`src/rtl/core/hmp_pkg.sv`:
```
`default_nettype none

package hmp_pkg;

	// Block geometry and padding constants
	localparam int unsigned BLOCK_WORDS = 16;
	localparam int unsigned WIDX_W      = 4;
	localparam int unsigned BLK_W       = 16;
	localparam int unsigned OUT_W       = 32;
	localparam int unsigned LEN_W       = 32;

	localparam logic [WIDX_W-1:0] LAST_WIDX     = WIDX_W'(BLOCK_WORDS - 1);
	localparam logic [WIDX_W-1:0] PRE_LAST_WIDX = WIDX_W'(BLOCK_WORDS - 2);
	localparam logic [7:0]        PAD_BYTE      = 8'h80;
	localparam logic [LEN_W-1:0]  LEN_STEP      = LEN_W'(8);

	// Request codes
	localparam logic REQ_BYTE = 1'b0;
	localparam logic REQ_END  = 1'b1;

	// Input word
	typedef struct packed {
		logic       req_type;
		logic [7:0] byte_value;
	} req_t;

	// Output word
	typedef struct packed {
		logic [OUT_W-1:0]  word_value;
		logic [WIDX_W-1:0] word_num;
		logic [BLK_W-1:0]  block_index;
		logic              last_word;
	} rsp_t;

	// Controller to datapath commands
	typedef struct packed {
		logic take_byte;  // pack a message byte
		logic take_end;   // close current word with the pad byte
		logic pad_zero;   // load a zero padding word
		logic pad_len;    // load the length word and clear state
	} cmd_t;

	// Datapath to controller status
	typedef struct packed {
		logic word_full;  // next byte completes the word
		logic at_last;    // word position is the length slot
		logic at_pre_last;// word position is the slot before it
	} sts_t;

endpackage

`default_nettype wire

```
`src/rtl/core/hmp_ctrl.sv`:
```
`default_nettype none

module hmp_ctrl (
	input  wire logic           clk,
	input  wire logic           arst_n,
	input  wire logic           req_valid,
	output logic                req_stall,
	input  wire logic           req_type,
	output logic                rsp_valid,
	input  wire logic           rsp_stall,
	output hmp_pkg::cmd_t       cmd,
	input  wire hmp_pkg::sts_t  sts
);

	typedef enum logic [1:0] {
		ST_IDLE = 2'b01,
		ST_PAD  = 2'b10
	} state_t;

	state_t state_q;
	logic   rsp_valid_q;
	logic   final_q;     // padding has reached the block that holds the length
	logic   slot_free;
	logic   req_acc;
	logic   loads;

	assign slot_free = !rsp_valid_q || !rsp_stall;
	assign req_stall = !((state_q == ST_IDLE) && slot_free);
	assign req_acc   = req_valid && !req_stall;

	// Command decode
	always_comb begin
		cmd           = '0;
		cmd.take_byte = req_acc && (req_type == hmp_pkg::REQ_BYTE);
		cmd.take_end  = req_acc && (req_type == hmp_pkg::REQ_END);
		if ((state_q == ST_PAD) && slot_free) begin
			if (sts.at_last && final_q) begin
				cmd.pad_len = 1'b1;
			end else begin
				cmd.pad_zero = 1'b1;
			end
		end
	end

	assign loads = (cmd.take_byte && sts.word_full) || cmd.take_end ||
	               cmd.pad_zero || cmd.pad_len;

	// State machine and output valid
	always_ff @(posedge clk or negedge arst_n) begin
		if (!arst_n) begin
			state_q     <= ST_IDLE;
			rsp_valid_q <= 1'b0;
			final_q     <= 1'b0;
		end else begin
			if (loads) begin
				rsp_valid_q <= 1'b1;
			end else if (!rsp_stall) begin
				rsp_valid_q <= 1'b0;
			end
			case (state_q)
				ST_IDLE: begin
					if (cmd.take_end) begin
						state_q <= ST_PAD;
						final_q <= !sts.at_pre_last;
					end
				end
				ST_PAD: begin
					if (cmd.pad_len) begin
						state_q <= ST_IDLE;
						final_q <= 1'b0;
					end else if (cmd.pad_zero && sts.at_last) begin
						final_q <= 1'b1;
					end
				end
				default: begin
					state_q <= ST_IDLE;
				end
			endcase
		end
	end

	assign rsp_valid = rsp_valid_q;

endmodule

`default_nettype wire

```
`src/rtl/core/hmp_datapath.sv`:
```
`default_nettype none

module hmp_datapath #(
	parameter int unsigned WORD_BITS = 32
) (
	input  wire logic           clk,
	input  wire logic           arst_n,
	input  wire logic [7:0]     byte_value,
	input  wire hmp_pkg::cmd_t  cmd,
	output hmp_pkg::sts_t       sts,
	output hmp_pkg::rsp_t       rsp
);

	localparam int unsigned BPW    = WORD_BITS / 8;
	localparam int unsigned BPOS_W = (BPW > 1) ? $clog2(BPW) : 1;
	localparam int unsigned SH_W   = BPOS_W + 3;
	localparam int unsigned LANE_W = $clog2(WORD_BITS);

	logic [WORD_BITS-1:0]           acc_q;
	logic [BPOS_W-1:0]              bpos_q;
	logic [hmp_pkg::WIDX_W-1:0]     wpos_q;
	logic [hmp_pkg::BLK_W-1:0]      blk_q;
	logic [hmp_pkg::LEN_W-1:0]      len_q;
	hmp_pkg::rsp_t                  rsp_q;

	logic [7:0]                     put_byte;
	logic [SH_W-1:0]                shift;
	logic [WORD_BITS-1:0]           acc_next;
	logic [hmp_pkg::WIDX_W-1:0]     wpos_inc;

	// Byte insert, first byte highest
	assign put_byte = cmd.take_end ? hmp_pkg::PAD_BYTE : byte_value;
	assign shift    = {(BPOS_W'(BPW - 1) - bpos_q), 3'b000};
	assign acc_next = acc_q | (WORD_BITS'(put_byte) << LANE_W'(shift));
	assign wpos_inc = wpos_q + 1'b1;

	assign sts.word_full   = (bpos_q == BPOS_W'(BPW - 1));
	assign sts.at_last     = (wpos_q == hmp_pkg::LAST_WIDX);
	assign sts.at_pre_last = (wpos_q == hmp_pkg::PRE_LAST_WIDX);

	// Message state
	always_ff @(posedge clk or negedge arst_n) begin
		if (!arst_n) begin
			acc_q  <= '0;
			bpos_q <= '0;
			wpos_q <= '0;
			blk_q  <= '0;
			len_q  <= '0;
		end else if (cmd.take_byte) begin
			len_q <= len_q + hmp_pkg::LEN_STEP;
			if (sts.word_full) begin
				acc_q  <= '0;
				bpos_q <= '0;
				wpos_q <= wpos_inc;
				if (sts.at_last) begin
					blk_q <= blk_q + 1'b1;
				end
			end else begin
				acc_q  <= acc_next;
				bpos_q <= bpos_q + 1'b1;
			end
		end else if (cmd.take_end) begin
			// word/block regs now count the padding words
			acc_q  <= '0;
			bpos_q <= '0;
			wpos_q <= wpos_inc;
			if (sts.at_last) begin
				blk_q <= blk_q + 1'b1;
			end
		end else if (cmd.pad_zero) begin
			wpos_q <= wpos_inc;
			if (sts.at_last) begin
				blk_q <= blk_q + 1'b1;
			end
		end else if (cmd.pad_len) begin
			acc_q  <= '0;
			bpos_q <= '0;
			wpos_q <= '0;
			blk_q  <= '0;
			len_q  <= '0;
		end
	end

	// Output register
	always_ff @(posedge clk) begin
		if ((cmd.take_byte && sts.word_full) || cmd.take_end) begin
			rsp_q.word_value  <= acc_next[hmp_pkg::OUT_W-1:0];
			rsp_q.word_num    <= wpos_q;
			rsp_q.block_index <= blk_q;
			rsp_q.last_word   <= 1'b0;
		end else if (cmd.pad_zero) begin
			rsp_q.word_value  <= '0;
			rsp_q.word_num    <= wpos_q;
			rsp_q.block_index <= blk_q;
			rsp_q.last_word   <= 1'b0;
		end else if (cmd.pad_len) begin
			rsp_q.word_value  <= len_q;
			rsp_q.word_num    <= wpos_q;
			rsp_q.block_index <= blk_q;
			rsp_q.last_word   <= 1'b1;
		end
	end

	assign rsp = rsp_q;

endmodule

`default_nettype wire

```
`src/rtl/core/hash_message_padder_core.sv`:
```
// Message padder for a 16-word block hash.
// Request channel (req_valid/req_stall/req_data): one word per message byte
// (req_type 0) or an end-of-message word (req_type 1, byte ignored).
// Response channel (rsp_valid/rsp_stall/rsp_data): packed block words with
// word and block index; last_word marks the length word that ends a message.
// Bytes are taken one per cycle while not stalled; a byte that completes a
// word shows that word on rsp in the next cycle, from the output register.
// An end word yields 3 to 18 response words, one per cycle while not stalled:
// the word holding the 0x80 byte, zero words, and the bit length in word 15.
// Requests are held off (req_stall high) until the length word is loaded.
// A stalled response holds its word; req_stall stays high while a loaded
// word waits on rsp_stall.
// Reset clears the packing state and drops rsp_valid; the next byte starts
// a new message in block 0.
`default_nettype none

module hash_message_padder_core #(
	parameter int unsigned WORD_BITS = 32
) (
	input  wire logic           clk,
	input  wire logic           arst_n,
	input  wire logic           req_valid,
	output logic                req_stall,
	input  wire hmp_pkg::req_t  req_data,
	output logic                rsp_valid,
	input  wire logic           rsp_stall,
	output hmp_pkg::rsp_t       rsp_data
);

	hmp_pkg::cmd_t cmd;
	hmp_pkg::sts_t sts;

	hmp_ctrl u_ctrl (
		.clk       (clk),
		.arst_n    (arst_n),
		.req_valid (req_valid),
		.req_stall (req_stall),
		.req_type  (req_data.req_type),
		.rsp_valid (rsp_valid),
		.rsp_stall (rsp_stall),
		.cmd       (cmd),
		.sts       (sts)
	);

	hmp_datapath #(
		.WORD_BITS (WORD_BITS)
	) u_datapath (
		.clk        (clk),
		.arst_n     (arst_n),
		.byte_value (req_data.byte_value),
		.cmd        (cmd),
		.sts        (sts),
		.rsp        (rsp_data)
	);

endmodule

`default_nettype wire
```
`config.mk`:
```
export PLATFORM = sky130hd
export DESIGN_NAME = hash_message_padder_core
export DESIGN_NICKNAME = d
export VERILOG_FILES = /design/src/rtl/core/hmp_pkg.sv /design/src/rtl/core/hmp_ctrl.sv /design/src/rtl/core/hmp_datapath.sv /design/src/rtl/core/hash_message_padder_core.sv
export SDC_FILE = /design/constraint.sdc
export NUM_CORES = 1
export LEC_CHECK = 0
export BUFFER_PORTS_ARGS = -buffer_cell sky130_fd_sc_hd__buf_2
export CAP_MARGIN = 30
export CORE_ASPECT_RATIO = 2
export CORE_UTILIZATION = 40
export CTS_CLUSTER_SIZE = 40
export DETAILED_ROUTE_END_ITERATION = 16
export HOLD_SLACK_MARGIN = 0.12
export PLACE_DENSITY = 0.67
export SYNTH_ARGS = -nofsm -noshare
export SYNTH_HDL_FRONTEND = slang
export SYNTH_SLANG_ARGS = --single-unit
```
`constraint.sdc`:
```
create_clock -name clk -period 3.4 [get_ports clk]
set_input_delay 0.17 -clock clk [delete_from_list [all_inputs] [get_ports clk]]
set_output_delay 0.17 -clock clk [all_outputs]
set_load 0.05 [all_outputs]
```
==> results of run 1 <==
-- per-layer routing --
layer | vias up | global-route usage | part of all wire
met1 | 2318 | 0.2039 | 0.36
met2 | 182 | 0.3629 | 0.55
li1 | 2212 | - | -
met4 | 0 | 0.1277 | 0.045
met3 | 39 | 0.03732 | 0.040
met5 | - | 0 | 0
-- power groups by stage --
stage               combinational [mW]  sequential, mW  clock, mW
global route                     0.991            2.29       2.00
floorplan                        0.431            2.47          0
detailed placement               0.912            2.28          0
CTS                              0.915            2.25       1.93
finish                           0.914            2.26       1.90
global placement                 0.877            2.27          0
-- critical path, stage by stage, from the launching register on --
cell	delay, ps
sky130_fd_sc_hd__dfstp_2	530
sky130_fd_sc_hd__nand2b_1	210
sky130_fd_sc_hd__or3_1	610
sky130_fd_sc_hd__or3_1	640
sky130_fd_sc_hd__o211ai_2	230
sky130_fd_sc_hd__o31ai_2	90
-- flip-flops by register name, indices dropped and copies added (netlist names) --
register           cells
u_datapath.rsp        53
u_datapath.acc_q      32
u_datapath.len_q      29
u_datapath.blk_q      16
u_datapath.wpos_q      4
u_ctrl.state_q         2
u_datapath.bpos_q      2
u_ctrl.final_q         1
u_ctrl.rsp_valid       1
-- cells by family (layout without fill, tap and decap cells) --
| family | after synthesis | after routing | share of synthesized area |
|---|---|---|---|
| compound gates | 156 | 156 | 0.1642 |
| flops | 140 | 140 | 0.6017 |
| mux | 11 | 11 | 0.01762 |
| xor+xnor | 15 | 15 | 0.02102 |
| fa+ha+maj | 5 | 5 | 0.01001 |
| buf+inv | 38 | 119 | 0.02563 |
| simple gates | 199 | 199 | 0.1598 |
-- area by class of cell --
type | instances | area (um2) | area share
clock buffer | 19 | 432.9 | 0.05792
tap | 198 | 247.7 | 0.03314
clock inverter | 13 | 175.2 | 0.02343
sequential | 140 | 3760 | 0.5030
inverter | 9 | 33.78 | 0.004520
multi-input combinational | 386 | 2345 | 0.3137
timing repair buffer | 78 | 480.5 | 0.06428
-- stage by stage --
stage               power, mW  utilization  cells
finish                  5.078       0.4887    843
CTS                     5.100       0.4869    842
global route            5.288       0.4887    843
global placement        3.147       0.4434    806
floorplan               2.899            -    564
detailed placement      3.192       0.4452    807
-- cells in the final DEF (no fill, tap or decap), drive strengths merged, types with 2 or more instances in the layout --
cell / instances
a21oi: 12
a22oi: 29
a31oi: 4
and2: 22
and3: 7
and4: 2
buf: 75
bufinv: 4
clkbuf: 19
clkinv: 6
clkinvlp: 3
dfrtp: 86
dlygate4sd3: 3
edfxtp: 52
ha: 5
inv: 9
mux2i: 11
nand2: 74
nand2b: 4
nand3: 24
nand3b: 4
nand4: 16
nor2: 27
nor2b: 2
nor3: 6
nor4: 3
o2111ai: 5
o211ai: 10
o21ai: 76
o311ai: 2
o31ai: 9
o32ai: 2
o41ai: 3
or3: 6
xnor2: 5
xor2: 10
-- timing repair --
action / CTS / global route
hold endpoints to repair: 76 / 0
resized for setup: 0 / 0
hold buffers: 3 / 0
-- path summary, 6_finish.rpt --
| path | start | to | slack (ps) |
|---|---|---|---|
| max | u_ctrl.state_q[0] | u_datapath.len_q[28] | 950 |
| min | arst_n | u_datapath.len_q[5] | 150 |
| max reg2reg | u_ctrl.state_q[0] | u_datapath.len_q[28] | 950 |
| min reg2reg | u_datapath.acc_q[10] | u_datapath.acc_q[10] | 480 |
| max in group asynchronous | arst_n | u_datapath.blk_q[9] | 2410 |
| min in group clk | req_data[2] | u_datapath.rsp[23] | 150 |
==> results.yml, run 1 <==
global_routing:
  global_route_wire_length_before_repair_um: 24130
  grt_util_all_layers: 0.1975
  grt_start_max_net_pins: 77
  antenna_violations_before_repair: 0
  vias_in_the_first_global_route: 4768
  overflow: 0
route:
  drt-initial-drc-count: 366
  post-route-drc-count: 0
  detail_route.wirelength_um: 15000
  route.vias.total: 4751
  drt-wirelength-per-cell_um: 17.79
  vias_per_cell: 5.636
  antenna_nets_post_route: 0
  detailedRoute.firstPassIterationCount: 6
floorplanning:
  fp.coreArea_um2: 15290
  top_level_ports: 68
  chipWidth_um: 90.38
  start_util: 0.4085
  rows: 64
  die_h_um: 178.8
  die-area_um2: 16160
synth:
  synth.ff_latch_count: 140
  synth_warnings: 0
  netlist-cell-type-count: 52
  synth_most_common_cell: "sky130_fd_sc_hd__dfrtp_1"
  post_synth.cell_area_avg_um2: 11.08
  synthesis.nets: 582
  synth_area_um2: 6248
  synth_common_cells: "86 x sky130_fd_sc_hd__dfrtp_1, 74 x sky130_fd_sc_hd__nand2_1, 57 x sky130_fd_sc_hd__o21ai_0"
  synth-seq-area-share: 0.6017
  async_flop_share: 0.6214
  synth_enable_flop_cells: 52
  area_share_of_the_largest_cell_type_after_synthesis: 0.3444
  netlist_top_cells_area: "sky130_fd_sc_hd__dfrtp_1 34%, sky130_fd_sc_hd__edfxtp_1 25%, sky130_fd_sc_hd__o21ai_0 4.6%, sky130_fd_sc_hd__nand2_1 4.4%, sky130_fd_sc_hd__a22oi_1 3.5%"
  yosysTopAreaCell: "sky130_fd_sc_hd__dfrtp_1"
  count_of_mapped_cells_out_of_synthesis: 564
  ys.flop_type: "sky130_fd_sc_hd__dfrtp_1"
clock_tree:
  cts_max_level: 4
  postCtsSetupRepairBufs: 0
  cts_made_buffers: 17
  cts_sink_count: 140
  maximum_root_to_sink_buffer_count: 2
  cts_tree: "done"
  worst_skew_late_latency_ps: 410
  root_buffer: "sky130_fd_sc_hd__clkbuf_16"
  path_clk_slew_ps: 60
pwr:
  p_sw_mw: 1.567
  maximum_resistive_drop_on_vdd_mv: 0.2691
  power_density_nw_per_um2: 679.3
  combinationalPowerShare: 0.180
  power_frac_seq: 0.445
  switching_share: 0.3087
  share_clk_of_total_power: 0.375
  p_leak_nw: 3.061
  p_int_mw: 3.510
placement:
  gpl.final_weighted_congestion: 0.8519
  number_of_buffers_inserted_by_port_buffering: 67
  detailedPlacementHpwl_um: 10550
  placement.setup.worst_slack_ps: 962.4
  placed_area_um2: 6809
setup_path:
  rr_worst_depth: 5
  critPathMaxFanout: 12
  arrival_ps: 2730
  worst-endpoint-required_ps: 3680
  endpoint_kind: "flip-flop"
  crit_path_start_kind: "flip-flop"
  critical_path_class: "reg2reg"
timing:
  hold_slack_ps: 146.7
  max-slew-margin-rel: 0.4224
  grt_setup_unrepaired: "false"
  timing.setup.tns_ps: 0
  tightestPinTransition_ps: 864.6
  final_period_minus_worst_setup_slack_ps: 2446
  slew_viol_final: 0
  hold_violations: 0
  setup_violations: 0
  maxClockFrequency_mhz: 408.8
  finalWorstSetupSlack_ps: 954.0
  finalCritPeriodShare: 0.7194
  final.setup_skew_ps: 6.195
layout:
  nets: 650
  area.growth.synth_to_final_pct: 19.62
  drive_above_1_share: 0.1969
  insertedDiodeCount: 0
  fill_cells: 1354
  postLayoutCellArea_um2: 7475
run_status:
  status: "completed"
job:
  cap_violations: 0
min_path:
  min-delay-path-class: "in2async"
No activity file was read; power rests on OpenSTA's default activity.
==> run 2: changes to the inputs <==
--- a/config.mk
+++ b/config.mk
@@ -5,6 +5,7 @@
 export SDC_FILE = /design/constraint.sdc
 export NUM_CORES = 1
 export LEC_CHECK = 0
+export ABC_AREA = 1
 export BUFFER_PORTS_ARGS = -buffer_cell sky130_fd_sc_hd__buf_2
 export CAP_MARGIN = 30
 export CORE_ASPECT_RATIO = 2
==> constraint.sdc (replaced) <==
create_clock -name clk -period 2.2 [get_ports clk]
set_input_delay 0.11 -clock clk [delete_from_list [all_inputs] [get_ports clk]]
set_output_delay 0.11 -clock clk [all_outputs]
set_load 0.05 [all_outputs]
==> run 2 against run 1 <==
Clock skew increased by 3.1 ps. Flip-flop and latch count unchanged. Clock-buffer cell count rose by 6. Critical path depth grew 2. Via count grew 29%. Worst setup slack got worse by 590 ps. Routed wire length grew 32%. Clock power increased by 55%. Worst hold slack improved by 0.94 ps. Sequential power up 50%. Sequential share of layout area is 5.3 points lower. Largest power group unchanged. Non-clock buffer count grew 15.
==> results.yml, run 2 <==
route:
  detailedRoute.firstPassIterationCount: 5
  detail_route.wirelength_um: 19780
  vias_per_cell: 5.104
  route.vias.total: 6115
  antenna_nets_post_route: 0
  post-route-drc-count: 0
  drt-initial-drc-count: 380
  drt-wirelength-per-cell_um: 16.51
layout:
  area.growth.synth_to_final_pct: 19.10
  insertedDiodeCount: 0
  fill_cells: 1717
  largest_reg_flops: 53
  most_used_cells_in_the_layout_excluding_fill_and_tap_cells: "264 x sky130_fd_sc_hd__nand2_1, 130 x sky130_fd_sc_hd__inv_1, 108 x sky130_fd_sc_hd__nor2_1, 86 x sky130_fd_sc_hd__dfrtp_1, 72 x sky130_fd_sc_hd__o21ai_0"
  final_core_util: 0.4862
  layout_commonest_cell: "sky130_fd_sc_hd__nand2_1"
  drive_above_1_share: 0.1417
  nets: 993
  postLayoutCellArea_um2: 8357
synth:
  synth-seq-area-share: 0.5358
  netlist_top_cells_area: "sky130_fd_sc_hd__dfrtp_1 31%, sky130_fd_sc_hd__edfxtp_1 22%, sky130_fd_sc_hd__nand2_1 14%, sky130_fd_sc_hd__inv_1 7.0%, sky130_fd_sc_hd__nor2_1 5.8%"
  area_share_of_the_largest_cell_type_after_synthesis: 0.3067
  synth_common_cells: "265 x sky130_fd_sc_hd__nand2_1, 130 x sky130_fd_sc_hd__inv_1, 108 x sky130_fd_sc_hd__nor2_1"
  synth.ff_latch_count: 140
  async_flop_share: 0.6214
  post_synth.cell_area_avg_um2: 7.893
  synth_area_um2: 7017
  count_of_mapped_cells_out_of_synthesis: 889
  netlist-cell-type-count: 31
  synth_most_common_cell: "sky130_fd_sc_hd__nand2_1"
  yosysTopAreaCell: "sky130_fd_sc_hd__dfrtp_1"
  synth_warnings: 0
  synthesis.nets: 907
  ys.flop_type: "sky130_fd_sc_hd__dfrtp_1"
  synth_enable_flop_cells: 52
timing:
  tightestPinTransition_ps: 771.9
  maxClockFrequency_mhz: 543.9
  hold_violations: 0
  timing.setup.tns_ps: 0
  max-slew-margin-rel: 0.4837
  finalCritPeriodShare: 0.8357
  final.setup_skew_ps: 9.328
  grt_setup_unrepaired: "false"
  setup_violations: 0
  hold_slack_ps: 147.6
  final_period_minus_worst_setup_slack_ps: 1839
  slew_viol_final: 0
floorplanning:
  top_level_ports: 68
  fp.coreArea_um2: 17190
  start_util: 0.4083
  chipWidth_um: 95.66
  rows: 68
  die_h_um: 189.3
  die-area_um2: 18110
placement:
  detailedPlacementHpwl_um: 14440
  gpl.final_weighted_congestion: 0.9557
  placed_area_um2: 7720
  number_of_buffers_inserted_by_port_buffering: 67
clock_tree:
  cts_sink_count: 140
  cts_tree: "done"
  worst_skew_late_latency_ps: 420
  maximum_root_to_sink_buffer_count: 2
  cts_max_level: 4
  postCtsSetupRepairBufs: 0
  path_clk_slew_ps: 60
  cts_made_buffers: 17
  cts_repair_resize_count: 0
  postCtsHoldBufs: 3
  root_buffer: "sky130_fd_sc_hd__clkbuf_16"
setup_path:
  endpoint_kind: "flip-flop"
  arrival_ps: 2160
  crit_path_start_kind: "flip-flop"
  timing.reg2reg.setup_slack_ps: 360
  crit_path_end: "u_datapath.len_q[9]"
  rr_worst_depth: 7
  critPathLaunch: "u_ctrl.state_q[0]"
  critical_path_class: "reg2reg"
  worst-endpoint-required_ps: 2520
  critPathMaxFanout: 10
  worst_r2r_endpoint: "u_datapath.len_q[9]"
  worst_r2r_start: "u_ctrl.state_q[0]"
job:
  cap_violations: 0
global_routing:
  antenna_violations_before_repair: 0
  grt_util_all_layers: 0.2356
  grt_start_max_net_pins: 47
  vias_in_the_first_global_route: 6116
  global_route_wire_length_before_repair_um: 31330
  overflow: 0
min_path:
  hold_path_cells: 5
  min-delay-path-class: "in2reg"
pwr:
  p_leak_nw: 4.063
  maximum_resistive_drop_on_vdd_mv: 0.4733
  power_density_nw_per_um2: 1012
run_status:
  status: "completed"
[run 2: cell types whose count changed after synthesis, sizes merged, moves of 10 or more]
cell,delta
clkbuf,-12
o211ai,-10
nor2,+87
a22oi,-29
o21ai,+13
inv,+126
and2,-22
mux2i,-11
nand2,+194
nand3,+45
[run 2: worst min-delay path by stage]
stage	slack [ps]	endpoint	startpoint
floorplan	-190	u_ctrl.final_q	arst_n
global placement	10	u_datapath.len_q[4]	arst_n
detailed placement	8	u_datapath.len_q[4]	arst_n
CTS	140	u_datapath.acc_q[14]	req_data[6]
global route	160	u_datapath.acc_q[11]	req_data[3]
finish	150	u_datapath.acc_q[13]	req_data[5]
[run 2: per-stage QoR]
| step | worst slack, ps | std cells | power (mW) |
|---|---|---|---|
| 6_report | 361.4 | 1198 | 8.454 |
| 2_1_floorplan | 229.4 | 889 | 4.849 |
| 5_1_grt | 160.7 | 1198 | 8.868 |
| 3_5_place_dp | 360.3 | 1163 | 5.525 |
| 4_1_cts | 341.2 | 1198 | 8.500 |
| 3_3_place_gp | 366.9 | 1163 | 5.493 |
[run 2: area by class of cell]
class	count	area, um2	share of cell area
clock buffers	25	495.5	0.05929
clock inverters	7	111.4	0.01333
inverters	135	506.7	0.06064
multi-input cells	588	2618	0.3132
flip-flops and latches	140	3760	0.4499
well taps	210	262.8	0.03144
repair buffers	93	603.1	0.07217
[run 2: cell families (layout without fill, tap and decap cells)]
logic type | count (synthesis) | count (layout) | synth area share
simple gates | 469 | 469 | 0.2792
buf+inv | 161 | 260 | 0.09148
fa+ha+maj | 5 | 5 | 0.008916
compound gates | 113 | 113 | 0.08328
xor+xnor | 1 | 1 | 0.001248
flops | 140 | 140 | 0.5358
[run 2: metal layers]
layer	share of wire	GRT usage	vias up
met2	0.55	0.4272	184
met1	0.36	0.2429	2861
li1	-	-	2997
met3	0.035	0.03454	73
met4	0.062	0.1521	0
met5	0	0	-
[run 2: critical path, cell delays in order, from the launching register on]
cell                      delay (ps)
sky130_fd_sc_hd__dfstp_2         530
sky130_fd_sc_hd__inv_2            40
sky130_fd_sc_hd__nor2_4          150
sky130_fd_sc_hd__nand3_2         160
sky130_fd_sc_hd__nor2_4          310
sky130_fd_sc_hd__buf_4           240
sky130_fd_sc_hd__o21ai_0          90
sky130_fd_sc_hd__o21ai_0         210
[run 2: where the power goes]
group | internal, mW | switching (mW) | total, mW
sequential | 3.12 | 0.278 | 3.40
clock | 1.90 | 1.06 | 2.95
combinational | 0.536 | 1.57 | 2.10
total | 5.55 | 2.90 | 8.45
==> run 3: changes to the inputs <==
--- a/config.mk
+++ b/config.mk
@@ -13,7 +13,7 @@
 export CTS_CLUSTER_SIZE = 40
 export DETAILED_ROUTE_END_ITERATION = 16
 export HOLD_SLACK_MARGIN = 0.12
-export PLACE_DENSITY = 0.67
+export PLACE_DENSITY = 0.65
 export SYNTH_ARGS = -nofsm -noshare
 export SYNTH_HDL_FRONTEND = slang
 export SYNTH_SLANG_ARGS = --single-unit
==> constraint.sdc (replaced) <==
create_clock -name clk -period 1.79 [get_ports clk]
set_input_delay 0.0895 -clock clk [delete_from_list [all_inputs] [get_ports clk]]
set_output_delay 0.0895 -clock clk [all_outputs]
set_load 0.05 [all_outputs]
==> run 3 against run 2 <==
First-iteration DRC count increased by 14%. Final cell count increased by 2.6%. Total power increased by 30%. Largest power group unchanged. Non-clock buffer count increased by 31. Final area increased by 5.6%. Clock-buffer cell count decreased by 8.
==> results.yml, run 3 (synthesis gave the netlist of run 2 again) <==
route:
  vias_per_cell: 5.061
  route.vias.total: 6220
  antenna_nets_post_route: 0
  drt-initial-drc-count: 432
  detailedRoute.firstPassIterationCount: 4
  post-route-drc-count: 0
  detail_route.wirelength_um: 19700
  drt-wirelength-per-cell_um: 16.03
layout:
  area.growth.synth_to_final_pct: 25.82
  largest_reg_flops: 53
  layout_commonest_cell: "sky130_fd_sc_hd__nand2_1"
  insertedDiodeCount: 0
  drive_above_1_share: 0.1914
  most_used_cells_in_the_layout_excluding_fill_and_tap_cells: "258 x sky130_fd_sc_hd__nand2_1, 130 x sky130_fd_sc_hd__inv_1, 103 x sky130_fd_sc_hd__nor2_1, 83 x sky130_fd_sc_hd__dfrtp_1, 67 x sky130_fd_sc_hd__o21ai_0"
  nets: 1024
min_path:
  min-delay-path-class: "in2async"
floorplanning:
  chipWidth_um: 95.66
  die-area_um2: 18110
  rows: 68
  top_level_ports: 68
  start_util: 0.4083
  fp.coreArea_um2: 17190
  die_h_um: 189.3
setup_path:
  critical_path_class: "reg2reg"
  worst_r2r_endpoint: "u_datapath.rsp[26]"
  worst-endpoint-required_ps: 1970
  cp.buffers_inverters: 2
  critPathMaxFanout: 17
  endpoint_kind: "flip-flop"
  worst_r2r_start: "u_ctrl.state_q[0]"
  timing.reg2reg.setup_slack_ps: 30
  rr_worst_depth: 8
  critPathMostFrequentCell: "sky130_fd_sc_hd__nand2_1"
  cp_cell_sequence: "inv_2 > nor2_4 > nand4_2 > buf_12 > nand3_1 > o21ai_0 > nand2_1 > nand2_1"
  arrival_ps: 1940
  crit_path_start_kind: "flip-flop"
  critical-path-top-delay-family: "simple AND/OR/NAND/NOR gates"
  critPathMaxStageDelay_ps: 530
  critical-path-slowest-cell: "sky130_fd_sc_hd__dfstp_2"
global_routing:
  grt_util_all_layers: 0.2303
  overflow: 0
  global_route_wire_length_before_repair_um: 30560
  vias_in_the_first_global_route: 6254
  antenna_violations_before_repair: 0
  grt_start_max_net_pins: 44
pwr:
  maximum_resistive_drop_on_vdd_mv: 0.5082
  power_density_nw_per_um2: 1241
  p_leak_nw: 4.278
clock_tree:
  root_buffer: "sky130_fd_sc_hd__clkbuf_16"
  path_clk_slew_ps: 60
  worst_skew_late_latency_ps: 420
  cts_made_buffers: 17
  cts_max_level: 4
  cts_tree: "done"
  cts_sink_count: 140
  maximum_root_to_sink_buffer_count: 2
timing:
  final.setup_skew_ps: 6.496
  tightestPinTransition_ps: 460.0
  final_period_minus_worst_setup_slack_ps: 1759
  hold_slack_ps: 145.0
  slew_viol_final: 0
  hold_violations: 0
  finalCritPeriodShare: 0.9824
  maxClockFrequency_mhz: 568.7
  setup_violations: 0
  timing.setup.tns_ps: 0
  max-slew-margin-rel: 0.6930
placement:
  detailedPlacementHpwl_um: 14440
  number_of_buffers_inserted_by_port_buffering: 67
  gpl.final_weighted_congestion: 0.9302
run_status:
  status: "completed"
job:
  cap_violations: 0
[run 3: worst max path at each step]
stage                          from              endpoint  slack (ps)  depth (start not counted)
4_1_cts           u_ctrl.state_q[0]    u_datapath.rsp[49]          20                          8
3_5_place_dp    u_datapath.len_q[3]  u_datapath.len_q[21]          20                         10
2_1_floorplan      u_ctrl.rsp_valid  u_datapath.wpos_q[0]          80                          7
5_1_grt           u_ctrl.state_q[0]   u_datapath.len_q[6]         -30                          8
6_report          u_ctrl.state_q[0]    u_datapath.rsp[26]          30                          8
3_3_place_gp   u_datapath.bpos_q[0]    u_datapath.rsp[47]          40                          6
[run 3: power by group]
part / internal, mW / leakage, nW / total [mW] / switching [mW]
logic: 0.876 / 2.34 / 2.92 / 2.05
clock network: 2.47 / 0.307 / 3.86 / 1.39
registers: 3.84 / 1.63 / 4.17 / 0.332
[run 3: layout make-up]
class                   instances  area [um2]
flip-flops and latches        140        3764
fillers                      1647        8358
repair buffers                124       910.9
multi-input cells             588        2738
clock inverters                15       221.5
inverters                     135       506.7
well taps                     210       262.8
clock buffers                  17       425.4
[run 3: routing by layer]
metal,part of all wire,track usage,up-vias
met5,0,0,-
met1,0.36,0.2271,2916
li1,-,-,3046
met4,0.072,0.1734,0
met2,0.54,0.4124,177
met3,0.029,0.04016,81
[run 3: repair_timing]
| item | 4_1_cts | 5_1_grt |
|---|---|---|
| hold buffers | 4 | 0 |
| buffers inserted | 0 | 3 |
| resized for setup | 2 | 33 |
| endpoints found under the hold margin | 90 | 0 |
| cloned | 0 | 2 |
| pin swaps | 0 | 7 |
| setup endpoints to repair | 2 | 39 |
[run 3: metrics by stage]
step	setup WS, ps	power [mW]	instance area (um2)	utilization	cells
6_report	31.49	10.95	8828	0.5137	1229
3_3_place_gp	43.16	6.928	7946	0.4624	1188
4_1_cts	16.74	10.86	8640	0.5027	1224
2_1_floorplan	81.02	5.966	7025	-	889
5_1_grt	-34.51	11.46	8828	0.5137	1229
3_5_place_dp	18.35	6.968	7946	0.4624	1188
